### src/design/gccdp_pkg.sv
`default_nettype none

package gccdp_pkg;

  localparam int unsigned CoinsWidth  = 8;
  localparam int unsigned ScoreWidth  = 17;
  localparam int unsigned SizeWidth   = 9;
  localparam int unsigned CfgIdxWidth = 4;
  localparam int unsigned EntryWidth  = ScoreWidth + 1;

  localparam int unsigned DefMaxCols = 256;
  localparam int unsigned DefMaxRows = 256;

  localparam logic [SizeWidth-1:0] GridColsReset = SizeWidth'(8);
  localparam logic [SizeWidth-1:0] GridRowsReset = SizeWidth'(8);

  localparam logic [ScoreWidth-1:0] ScoreMax = {ScoreWidth{1'b1}};

  typedef enum logic [CfgIdxWidth-1:0] {
    CFG_GRID_COLS = CfgIdxWidth'(0),
    CFG_GRID_ROWS = CfgIdxWidth'(1)
  } cfg_idx_e;

  typedef struct packed {
    logic [CoinsWidth-1:0] coins;
    logic                  blocked;
  } in_beat_t;

  typedef struct packed {
    logic [ScoreWidth-1:0] cell_score;
    logic                  reachable;
    logic                  last_cell;
  } out_beat_t;

  typedef struct packed {
    logic top_row;
    logic left_col;
    logic last;
  } pos_flags_t;

endpackage

`default_nettype wire

### src/design/gccdp_pos.sv
`default_nettype none

module gccdp_pos #(
  parameter int unsigned MAX_COLS = gccdp_pkg::DefMaxCols,
  parameter int unsigned MAX_ROWS = gccdp_pkg::DefMaxRows
) (
  input  wire logic                                  clk_i,
  input  wire logic                                  rst_ni,
  input  wire logic                                  cfg_we_i,
  input  wire logic [gccdp_pkg::CfgIdxWidth-1:0]     cfg_index_i,
  input  wire logic [gccdp_pkg::SizeWidth-1:0]       cfg_data_i,
  input  wire logic                                  acc_i,
  output logic [$clog2(MAX_COLS)-1:0]                addr_o,
  output gccdp_pkg::pos_flags_t                      flags_o
);
  import gccdp_pkg::*;

  localparam int unsigned AW  = $clog2(MAX_COLS);
  localparam int unsigned RW  = $clog2(MAX_ROWS);
  localparam int unsigned CW  = $clog2(MAX_COLS + 1);
  localparam int unsigned RCW = $clog2(MAX_ROWS + 1);
  localparam int unsigned CXW = (CW > SizeWidth) ? CW : SizeWidth;
  localparam int unsigned RXW = (RCW > SizeWidth) ? RCW : SizeWidth;

  logic [SizeWidth-1:0] grid_cols_q, grid_rows_q;
  logic [AW-1:0]        col_pos_q, col_pos_d;
  logic [RW-1:0]        row_pos_q, row_pos_d;

  logic [CXW-1:0] cols_x;
  logic [RXW-1:0] rows_x;
  logic [CW-1:0]  cols;
  logic [RCW-1:0] rows;
  logic           col_wrap;
  logic [CW-1:0]  col_cur, col_nxt;
  logic [RCW-1:0] row_tmp, row_cur, row_nxt;

  always_comb begin
    cols_x = CXW'(grid_cols_q);
    rows_x = RXW'(grid_rows_q);
    if (cols_x == '0) begin
      cols = CW'(1);
    end else if (cols_x > CXW'(MAX_COLS)) begin
      cols = CW'(MAX_COLS);
    end else begin
      cols = cols_x[CW-1:0];
    end
    if (rows_x == '0) begin
      rows = RCW'(1);
    end else if (rows_x > RXW'(MAX_ROWS)) begin
      rows = RCW'(MAX_ROWS);
    end else begin
      rows = rows_x[RCW-1:0];
    end

    col_wrap = (CW'(col_pos_q) >= cols);
    col_cur  = col_wrap ? '0 : CW'(col_pos_q);
    row_tmp  = col_wrap ? RCW'(row_pos_q) + RCW'(1) : RCW'(row_pos_q);
    row_cur  = (row_tmp >= rows) ? '0 : row_tmp;

    col_nxt = col_cur + CW'(1);
    row_nxt = row_cur;
    if (col_nxt >= cols) begin
      col_nxt = '0;
      row_nxt = row_cur + RCW'(1);
      if (row_nxt >= rows) begin
        row_nxt = '0;
      end
    end
    col_pos_d = col_nxt[AW-1:0];
    row_pos_d = row_nxt[RW-1:0];

    addr_o           = col_cur[AW-1:0];
    flags_o.top_row  = (row_cur == '0);
    flags_o.left_col = (col_cur == '0);
    flags_o.last     = (col_cur == cols - CW'(1)) && (row_cur == rows - RCW'(1));
  end

  always_ff @(posedge clk_i or negedge rst_ni) begin
    if (!rst_ni) begin
      grid_cols_q <= GridColsReset;
      grid_rows_q <= GridRowsReset;
      col_pos_q   <= '0;
      row_pos_q   <= '0;
    end else begin
      if (cfg_we_i) begin
        case (cfg_index_i)
          CFG_GRID_COLS: grid_cols_q <= cfg_data_i;
          CFG_GRID_ROWS: grid_rows_q <= cfg_data_i;
          default: ;
        endcase
      end
      if (acc_i) begin
        col_pos_q <= col_pos_d;
        row_pos_q <= row_pos_d;
      end
    end
  end

endmodule

`default_nettype wire

### config.mk
export PLATFORM = sky130hd
export DESIGN_NAME = gccdp_pos
export DESIGN_NICKNAME = d
export VERILOG_FILES = /design/src/design/gccdp_pkg.sv /design/src/design/gccdp_pos.sv
export SDC_FILE = /design/constraint.sdc
export NUM_CORES = 1
export LEC_CHECK = 0
export BUFFER_PORTS_ARGS = -buffer_cell sky130_fd_sc_hd__buf_4
export CAP_MARGIN = 20
export CORE_MARGIN = 2
export CORE_UTILIZATION = 40
export DETAILED_ROUTE_END_ITERATION = 8
export PLACE_DENSITY = 0.64
export SLEW_MARGIN = 20
export SYNTH_ARGS = -nofsm -noshare
export SYNTH_HDL_FRONTEND = slang
export SYNTH_SLANG_ARGS = --single-unit
export TNS_END_PERCENT = 5
### constraint.sdc
create_clock -name clk_i -period 7.6 [get_ports clk_i]
set_clock_uncertainty 0.1 [all_clocks]
set_input_delay 0.38 -clock clk_i [delete_from_list [all_inputs] [get_ports clk_i]]
set_output_delay 0.38 -clock clk_i [all_outputs]
set_load 0.1 [all_outputs]
==> metrics.cfg, run 1 <==
[yosys]
syn-num-nets=487
synth-edff-count=0
syn_area_per_cell_um2=8.48
synthFlopType=dfrtp_1
async_flop_share_pct=100
synth.distinct_cells=76
yosysSeqAreaShare_pct=23.4
netlist_instances=430
ys_ff_latch=34
synth.cell_area_um2=3640
yosys_warnings=0

[flow_run]
drv_cap=0

[setup_path]
r2r_cells=26
r2r_slack_ns=1.04
worst-setup-path-type=register to primary output
required_ns=7.12
worst-endpoint-arrival_ns=6.63
r2r-start=cols_x[4]
crit_fanout=9
crit_path_start_kind=register
regToRegEndpoint=row_pos_q[2]
critPathCaptureType=primary output

[cts]
post_cts_resized=0
numCtsBuffers=5
clockBufferDepth=2
cts_tree=built
clk_pin_slew_ns=0.08
clk_latency_ns=0.29
clock-root-buffer=clkbuf_8
cts_max_level=2
clock-sinks=34
post_cts_buffers=0

[placed_design]
placed_cells=555
place.gp.congestion=0.926
port_buffers=27
hpwl_um=7510

[timing]
finalSetupViolCount=0
fmaxAchievable_mhz=141
rsz0062_at_grt=false
tns_ns=0
fin_hold_ws_ns=0.202
layout_worst_path_cycle_share_pct=93.5
period_minus_slack_ns=7.11
worst_slew_pin_slew_ns=1.00
finalHoldViolCount=0
drv_slew=0
max_slew_margin_pct=32.7

[power_and_ir_drop]
seq_power_share_pct=20.4
switching_power_w=0.000804
p_clk_share_pct=11.7
ir_drop_mv=0.162
combPwrFrac_pct=68.0
p_leak_nw=1.75
powerDensity_nw_per_um2=371
switching_share_pct=53.4
internal_power_w=0.000702

[routing]
vias=3384
wl_per_cell_um=16.6
antenna_left=0
drc=0
drt_iter0_drc=207
routed_via_density=6.01
wl_um=9360
drtPass1Iterations=5

[hold_path]
whs_endpoint=cols_x[8]
min_from=cfg_data_i[8]
holdCritPathClass=input port to register
min_path_cells=3

[global_route]
grt_first_pass_wirelength_um=16000
grt_max_degree=35
use_met3_pct=2.46
antenna_found_initial=0
top_usage_layer=met2
grt.overflow.total=0
grt_pass1_vias=3182
gr-usage-met2_pct=31.5
grt_util_met1_pct=28.5
track_usage_pct=19.9

[layout]
antenna_cells=0
area_delta_synth_final_pct=11.5
layout_common_cells=nand2_1 (42), ha_1 (40), nor2_1 (33), dfrtp_1 (32), buf_4 (31)
final_util_pct=46.4
layout-drive-gt1-share_pct=18.5
fin_nets=512
stdcell_count=563
final_common_cell=nand2_1

[die]
die_h_um=99.5
die_w_um=99.5
core_um2=8760
rows=34
start_util_pct=41.6
io_pins=28
dieArea_um2=9890

[run_status]
outcome=finished, final reports clean

==> per-stage QoR <==
stage	total power (W)	setup WS [ns]	instance area, um2
floorplan	0.00109	1.04	3640
global route	0.00163	0.0476	4060
CTS	0.00150	0.540	4060
detailed placement	0.00132	0.886	3940
global placement	0.00131	1.07	3940
finish	0.00151	0.493	4060
==> worst max-delay path, stage by stage (launching register included) <==
cell,delay (ns)
dfrtp_1,0.45
or4_4,0.59
nor3_1,0.19
nor2_1,0.06
nor2_1,0.17
ha_1,0.27
nor2b_1,0.11
o211a_1,0.25
o22a_1,0.30
nor3_2,0.08
xnor2_1,0.47
clkinv_1,0.29
ha_1,0.36
nand4_1,0.09
a211oi_1,0.27
o22a_1,0.37
nor2_1,0.15
ha_1,0.31
nand3_1,0.08
a41oi_1,0.17
nand3_1,0.09
or4_4,0.53
a2111oi_4,0.19
o2111a_1,0.21
buf_4,0.28
==> timing repair <==
| action | 4_1_cts | 5_1_grt |
|---|---|---|
| endpoints found under the setup margin | 0 | 0 |
| endpoints found under the hold margin | 32 | 0 |
| hold buffers | 1 | 0 |
==> layout make-up <==
cell class              count  area (um2)
inverters                  30         113
clock inverters             1        30.0
repair buffers             32         243
multi-input cells         352        2610
well taps                 108         135
fillers                   850        4700
clock buffers               6        82.6
flip-flops and latches     34         853
==> kinds of logic (layout without fill, tap and decap cells) <==
| family | after synthesis | in the layout | share of synthesized area [%] |
|---|---|---|---|
| DFF | 34 | 34 | 23.4 |
| adders and majority gates | 40 | 40 | 13.7 |
| AOI/OAI and AO/OA | 108 | 108 | 22.2 |
| buffers and inverters | 44 | 69 | 5.08 |
| and+or+nand+nor | 159 | 159 | 22.7 |
| xor gates and xnor gates | 21 | 21 | 5.46 |
| muxes | 24 | 24 | 7.38 |
==> per-layer routing <==
layer	vias to the layer above	routed length, um
li1	1650	-
met1	1615	4490
met2	108	4250
met3	11	459
met4	0	164
met5	-	0
==> synthesized netlist by cell type (all sizes together), types with 2 or more instances <==
cell type,number,area (um2)
a21oi,16,83.8
xor2,7,68.8
xnor2,14,130
a32o,2,20.0
or3,4,26.3
mux2i,4,40.0
a22o,2,17.5
o22ai,5,43.8
nor2,33,124
a22oi,3,22.5
or2,3,18.8
clkbuf,9,35.0
nand4b,2,17.5
o221ai,4,41.3
a32oi,4,35.0
a21o,6,45.0
a2111oi,4,60.1
a211oi,3,27.5
o22a,2,17.5
nand4,4,25.0
dfrtp,32,801
ha,40,500
nor3,16,95.1
nand3,23,115
o21a,4,30.0
buf,5,37.5
a211o,2,17.5
nor2b,4,25.0
a31oi,4,25.0
mux2,20,229
o211ai,3,27.5
or4,3,30.0
and3,3,23.8
o21ai,28,140
and2,2,12.5
nor4,6,58.8
inv,28,105
nand2,42,158
clkinv,2,7.51
nand2b,12,75.1
dfstp,2,52.6
o31ai,5,37.5
==> how the worst max path moves through the flow <==
stage	from	endpoint	slack (ns)	cells past startpoint
finish	cols_x[4]	flags_o[0]	0.49	24
global route	cols_x[4]	flags_o[0]	0.05	24
CTS	cols_x[4]	flags_o[0]	0.54	24
detailed placement	cols_x[4]	flags_o[0]	0.89	24
global placement	cols_x[4]	flags_o[0]	1.07	24
floorplan	cols_x[4]	flags_o[0]	1.04	24
==> flip-flops by register name, indices dropped and copies added (netlist names) <==
name and cells:
grid_rows_q 9, col_pos_q 8, cols_x 9, row_pos_q 8
==> power by group through the flow <==
stage	clock (W)	sequential, W	combinational [W]
2_1_floorplan	0	0.000275	0.000812
3_3_place_gp	0	0.000306	0.000999
3_5_place_dp	0	0.000309	0.00101
4_1_cts	0.000181	0.000306	0.00102
5_1_grt	0.000187	0.000316	0.00113
6_report	0.000175	0.000307	0.00102
No activity file was read; power rests on OpenSTA's default activity.
==> run 2: changes to the inputs <==
--- a/config.mk
+++ b/config.mk
@@ -5,6 +5,7 @@
 export SDC_FILE = /design/constraint.sdc
 export NUM_CORES = 1
 export LEC_CHECK = 0
+export ABC_AREA = 1
 export BUFFER_PORTS_ARGS = -buffer_cell sky130_fd_sc_hd__buf_4
 export CAP_MARGIN = 20
 export CORE_MARGIN = 2
==> metrics.cfg, run 2 <==
[die]
io_pins=28  ; unchanged
die_w_um=103  ; +3.8%
core_um2=9680  ; +11%
rows=36  ; +5.9%
die_h_um=103  ; +3.8%
start_util_pct=40.7  ; -0.93 points
dieArea_um2=10700  ; +7.7%

[setup_path]
critPathCaptureType=register
r2r_slack_ns=1.03  ; about the same
crit_path_start_kind=register
r2r-start=cols_x[1]
required_ns=7.68  ; +0.56 ns
worst-endpoint-arrival_ns=6.64  ; about the same
r2r_cells=36  ; +38%
regToRegEndpoint=row_pos_q[7]
cp_common_cell=nand2_1
path_buf_inv=6  ; +4
cp_num_cells=36  ; +50%
slowest_stage=o21ai_1
cp_top_family=simple AND/OR/NAND/NOR gates
slowest_delay_ns=0.52  ; -0.07 ns
worst-setup-path-type=register to register
crit_fanout=15  ; +6

[placed_design]
place.gp.congestion=0.948  ; +2.4%
port_buffers=27  ; unchanged
hpwl_um=9080  ; +21%
placed_cells=752  ; +35%

[timing]
rsz0062_at_grt=false
layout_worst_path_cycle_share_pct=86.4  ; -7.1 points
worst_slew_pin_slew_ns=0.642  ; -0.359 ns
drv_slew=0  ; unchanged
finalSetupViolCount=0  ; unchanged
period_minus_slack_ns=6.57  ; -0.542 ns
tns_ns=0  ; unchanged
finalHoldViolCount=0  ; unchanged
max_slew_margin_pct=56.9  ; +24 points
fmaxAchievable_mhz=152  ; +8.3%

[global_route]
grt_max_degree=35  ; unchanged
grt_first_pass_wirelength_um=18800  ; +18%
gr-usage-met2_pct=36.7  ; +5.2 points
grt.overflow.total=0  ; unchanged
top_usage_layer=met2
grt_util_met1_pct=31.5  ; +3.0 points
grt_pass1_vias=3783  ; +19%
antenna_found_initial=0  ; unchanged
use_met3_pct=2.49  ; +0.027 points
track_usage_pct=22.6  ; +2.7 points

[run_status]
outcome=finished, final reports clean

[yosys]
synth-edff-count=0  ; unchanged
ys_ff_latch=34  ; unchanged
synth.most_common_cell=nand2_1
synthFlopType=dfrtp_1
yosysTopAreaCell=dfrtp_1
async_flop_share_pct=100  ; unchanged
yosysTopAreaCellShare_pct=20.3  ; -1.6 points
synth_area_leaders=dfrtp_1 (20%), nand2_1 (16%), ha_1 (13%)
netlist_instances=602  ; +40%
yosys_warnings=0  ; unchanged
syn_area_per_cell_um2=6.54  ; -23%
synth.cell_area_um2=3940  ; +8.0%
syn-num-nets=659  ; +35%
synth.distinct_cells=43  ; -43%
synth_commonest_cells=nand2_1 (167), inv_1 (88), nor2_1 (53)
yosysSeqAreaShare_pct=21.7  ; -1.7 points

[layout]
layout-drive-gt1-share_pct=13.4  ; -5.1 points
layout_common_cells=nand2_1 (167), inv_1 (88), nor2_1 (53), nand3_1 (45), ha_1 (40)
fin_nets=684  ; +34%
stdcell_count=761  ; +35%
final_common_cell=nand2_1
area_delta_synth_final_pct=10.6
antenna_cells=0  ; unchanged

[hold_path]
min_from=cfg_data_i[3]
holdCritPathClass=input port to register
whs_endpoint=cols_x[3]
min_path_cells=3  ; unchanged

[routing]
wl_per_cell_um=14.6  ; -12%
drtPass1Iterations=5  ; unchanged
vias=3967  ; +17%
drt_iter0_drc=289  ; +40%
drc=0  ; unchanged
wl_um=11100  ; +19%
antenna_left=0  ; unchanged
routed_via_density=5.21  ; -13%

[cts]
cts_tree=built
clockBufferDepth=2  ; unchanged
numCtsBuffers=5  ; unchanged
clock-sinks=34  ; unchanged
post_cts_resized=0  ; unchanged
cts_max_level=2  ; unchanged
clock-root-buffer=clkbuf_8
clk_latency_ns=0.30  ; about the same
clk_pin_slew_ns=0.08  ; about the same

[flow_run]
drv_cap=0  ; unchanged

run 2: layer usage:
layer,up-vias,share of wire [%]
li1,2005,-
met5,-,0
met3,25,5.9
met1,1808,46
met4,0,2.8
met2,129,46
run 2: worst max path at each step:
stage / from / to / slack, ns
3_5_place_dp: cols_x[2] / row_pos_q[7] / 1.16
5_1_grt: cols_x[2] / row_pos_q[7] / 0.43
3_3_place_gp: cols_x[2] / row_pos_q[7] / 1.35
6_report: cols_x[1] / row_pos_q[7] / 1.03
2_1_floorplan: cols_x[2] / flags_o[2] / 0.83
4_1_cts: cols_x[2] / row_pos_q[7] / 1.11
run 2: logic make-up (layout without fill, tap and decap cells):
family | after synthesis | in the layout | synth area share, %
AOI/OAI and AO/OA | 71 | 71 | 9.95
xor gates and xnor gates | 16 | 16 | 3.56
adders and majority gates | 40 | 40 | 12.7
buffers and inverters | 107 | 133 | 11.0
DFF | 34 | 34 | 21.7
and+or+nand+nor | 334 | 334 | 41.1
run 2: per-stage QoR:
stage          setup WS (ns)  utilization [%]  hold slack [ns]  area (um2)
4_1_cts                 1.11             45.0            0.263        4360
5_1_grt                0.426             45.0            0.275        4360
6_report                1.03             45.0            0.258        4360
3_3_place_gp            1.35             43.8            0.262        4240
2_1_floorplan          0.834                -          -0.0156        3940
3_5_place_dp            1.16             43.8            0.270        4240
run 2: layout make-up:
type	instances	area, um2
inverters	97	364
multi-input cells	461	2650
well taps	133	166
fillers	1008	5330
clock buffers	5	68.8
repair buffers	28	213
flip-flops and latches	34	853
clock inverters	3	40.0
run 2: timing repair:
item	4_1_cts	5_1_grt
hold buffers	1	0
buffers inserted	0	0
hold endpoints to repair	32	0
run 2: worst register-to-register path: cells and delay by family, from the launching register on:
kind / cells / cell delay [ns]
and+or+nand+nor: 25 / 3.74
adders and majority gates: 3 / 1.02
AOI/OAI and AO/OA: 2 / 0.65
buffers and inverters: 6 / 0.50
DFF: 1 / 0.43
Power of run 2 is left out: the tool's default activity adds up to more than one toggle a clock period on the data nets, which glitch-free logic cannot reach.
==> run 3: changes to the inputs <==
--- a/config.mk
+++ b/config.mk
@@ -11,7 +11,7 @@
 export CORE_MARGIN = 2
 export CORE_UTILIZATION = 40
 export DETAILED_ROUTE_END_ITERATION = 8
-export PLACE_DENSITY = 0.64
+export PLACE_DENSITY = 0.66
 export SLEW_MARGIN = 20
 export SYNTH_ARGS = -nofsm -noshare
 export SYNTH_HDL_FRONTEND = slang
==> constraint.sdc (replaced) <==
create_clock -name clk_i -period 5.95 [get_ports clk_i]
set_clock_uncertainty 0.1 [all_clocks]
set_input_delay 0.2975 -clock clk_i [delete_from_list [all_inputs] [get_ports clk_i]]
set_output_delay 0.2975 -clock clk_i [all_outputs]
set_load 0.1 [all_outputs]
==> metrics.cfg, run 3 (synthesized netlist as in run 2, its figures left out) <==
[run_status]
outcome=finished, final reports clean

[timing]
max_slew_margin_pct=61.8  ; +4.9 points
tns_ns=0  ; unchanged
period_minus_slack_ns=5.66  ; -0.906 ns
drv_slew=0  ; unchanged
fin_hold_ws_ns=0.168  ; -0.0893 ns
finalHoldViolCount=0  ; unchanged
layout_worst_path_cycle_share_pct=95.1  ; +8.7 points
fmaxAchievable_mhz=177  ; +16%
worst_slew_pin_slew_ns=0.571  ; -0.0709 ns
finalSetupViolCount=0  ; unchanged

[layout]
area_delta_synth_final_pct=19.7
final_util_pct=48.7  ; +3.7 points
fillers=961  ; -4.7%
final_common_cell=nand2_1
fin_nets=708  ; +3.5%
antenna_cells=0  ; unchanged
layout-drive-gt1-share_pct=19.9  ; +6.6 points
stdcell_count=785  ; +3.2%
layout_common_cells=nand2_1 (158), inv_1 (88), nor2_1 (51), buf_4 (45), nand3_1 (42)

[die]
io_pins=28  ; unchanged
die_w_um=103  ; unchanged
die_h_um=103  ; unchanged
rows=36  ; unchanged
start_util_pct=40.7  ; unchanged
dieArea_um2=10700  ; unchanged
core_um2=9680  ; unchanged

[placed_design]
placed_cells=759  ; +0.93%
port_buffers=27  ; unchanged
hpwl_um=8810  ; -3.0%
place.gp.congestion=0.965  ; +1.8%

[setup_path]
r2r_cells=38  ; +5.6%
crit_start=cols_x[7]
required_ns=6.05  ; -1.63 ns
crit_path_start_kind=register
slowest_delay_ns=0.48  ; -0.04 ns
critPathCaptureType=register
worst-endpoint-arrival_ns=5.76  ; -0.88 ns
cp_num_cells=38  ; +5.6%
cp_top_family=simple AND/OR/NAND/NOR gates
slowest_stage=or3b_2
crit_fanout=8  ; -7
r2r-start=cols_x[7]
worst-setup-path-type=register to register
cp_common_cell=nand2_1
path_buf_inv=8  ; +2

[routing]
wl_per_cell_um=14.6  ; -0.19%
drt_iter0_drc=318  ; +10%
drc=0  ; unchanged
wl_um=11400  ; +3.0%
antenna_left=0  ; unchanged
vias=4062  ; +2.4%
routed_via_density=5.17  ; -0.74%
drtPass1Iterations=5  ; unchanged

[flow_run]
drv_cap=0  ; unchanged

[cts]
numCtsBuffers=5  ; unchanged
clockBufferDepth=2  ; unchanged
clock-sinks=34  ; unchanged
cts_tree=built
cts_max_level=2  ; unchanged
clk_pin_slew_ns=0.09  ; about the same
clock-root-buffer=clkbuf_8
clk_latency_ns=0.30  ; about the same

[global_route]
grt.overflow.total=0  ; unchanged
grt_first_pass_wirelength_um=18100  ; -3.7%
grt_max_degree=35  ; unchanged
antenna_found_initial=0  ; unchanged
grt_pass1_vias=3709  ; -2.0%
track_usage_pct=21.6  ; -0.99 points

[hold_path]
min_path_cells=3  ; unchanged
min_from=cfg_data_i[3]
holdCritPathClass=input port to register

-- run 3: cell count changes in the layout (fill, tap and decap cells not counted), moves of 3 or more --
cell | previous run | this run
nand3_2 | 7 | 10
buf_4 | 27 | 45
nand2_1 | 167 | 158
ha_4 | 0 | 4
nand3_1 | 45 | 42
ha_1 | 40 | 36
nand2_2 | 11 | 18
-- run 3: worst paths after layout --
path,endpoint,slack [ns]
worst max-delay path,row_pos_q[7],0.29
worst min-delay path,grid_rows_q[3],0.17
worst max register to register,row_pos_q[7],0.29
worst min register to register,grid_rows_q[3],0.41
max in group asynchronous,grid_rows_q[3],5.01
min in group asynchronous,row_pos_q[7],0.37
-- run 3: worst reg2reg max path, delay by kind of cell, from the launching register on --
kind,cells,cell delay [ns]
fa+ha+maj,3,0.95
buf+inv,8,0.71
flops,1,0.42
compound gates,2,0.31
simple gates,25,3.07
-- run 3: metrics by stage --
| step | setup WS [ns] | instance area (um2) |
|---|---|---|
| final | 0.290 | 4710 |
| after global routing | -0.0352 | 4710 |
| after CTS | 0.0462 | 4440 |
| after detailed placement | 0.0760 | 4300 |
| after global placement | 0.182 | 4300 |
| after floorplan | -0.0288 | 3940 |
-- run 3: area by class of cell --
cell class / instances / area [um2] / area share, %
inverters: 97 / 364 / 7.72
clock buffers: 5 / 68.8 / 1.46
repair buffers: 51 / 400 / 8.49
well taps: 133 / 166 / 3.53
clock inverters: 3 / 68.8 / 1.46
multi-input cells: 462 / 2790 / 59.2
flip-flops and latches: 34 / 853 / 18.1
-- run 3: what timing repair did --
action                                  in CTS  in global routing
hold endpoints to repair                    32                  0
setup buffers                                0                 15
hold buffers                                 1                  0
resized for setup                            0                 27
endpoints found under the setup margin       0                  9
-- run 3: metal layers --
layer / vias to the layer above / GRT usage (%) / wire length, um
li1: 2047 / - / -
met2: 145 / 35.2 / 5180
met1: 1838 / 30.2 / 5240
met3: 32 / 2.62 / 683
met4: 0 / 6.58 / 322
met5: - / 0 / 0
Power of run 3 is left out for the same reason.
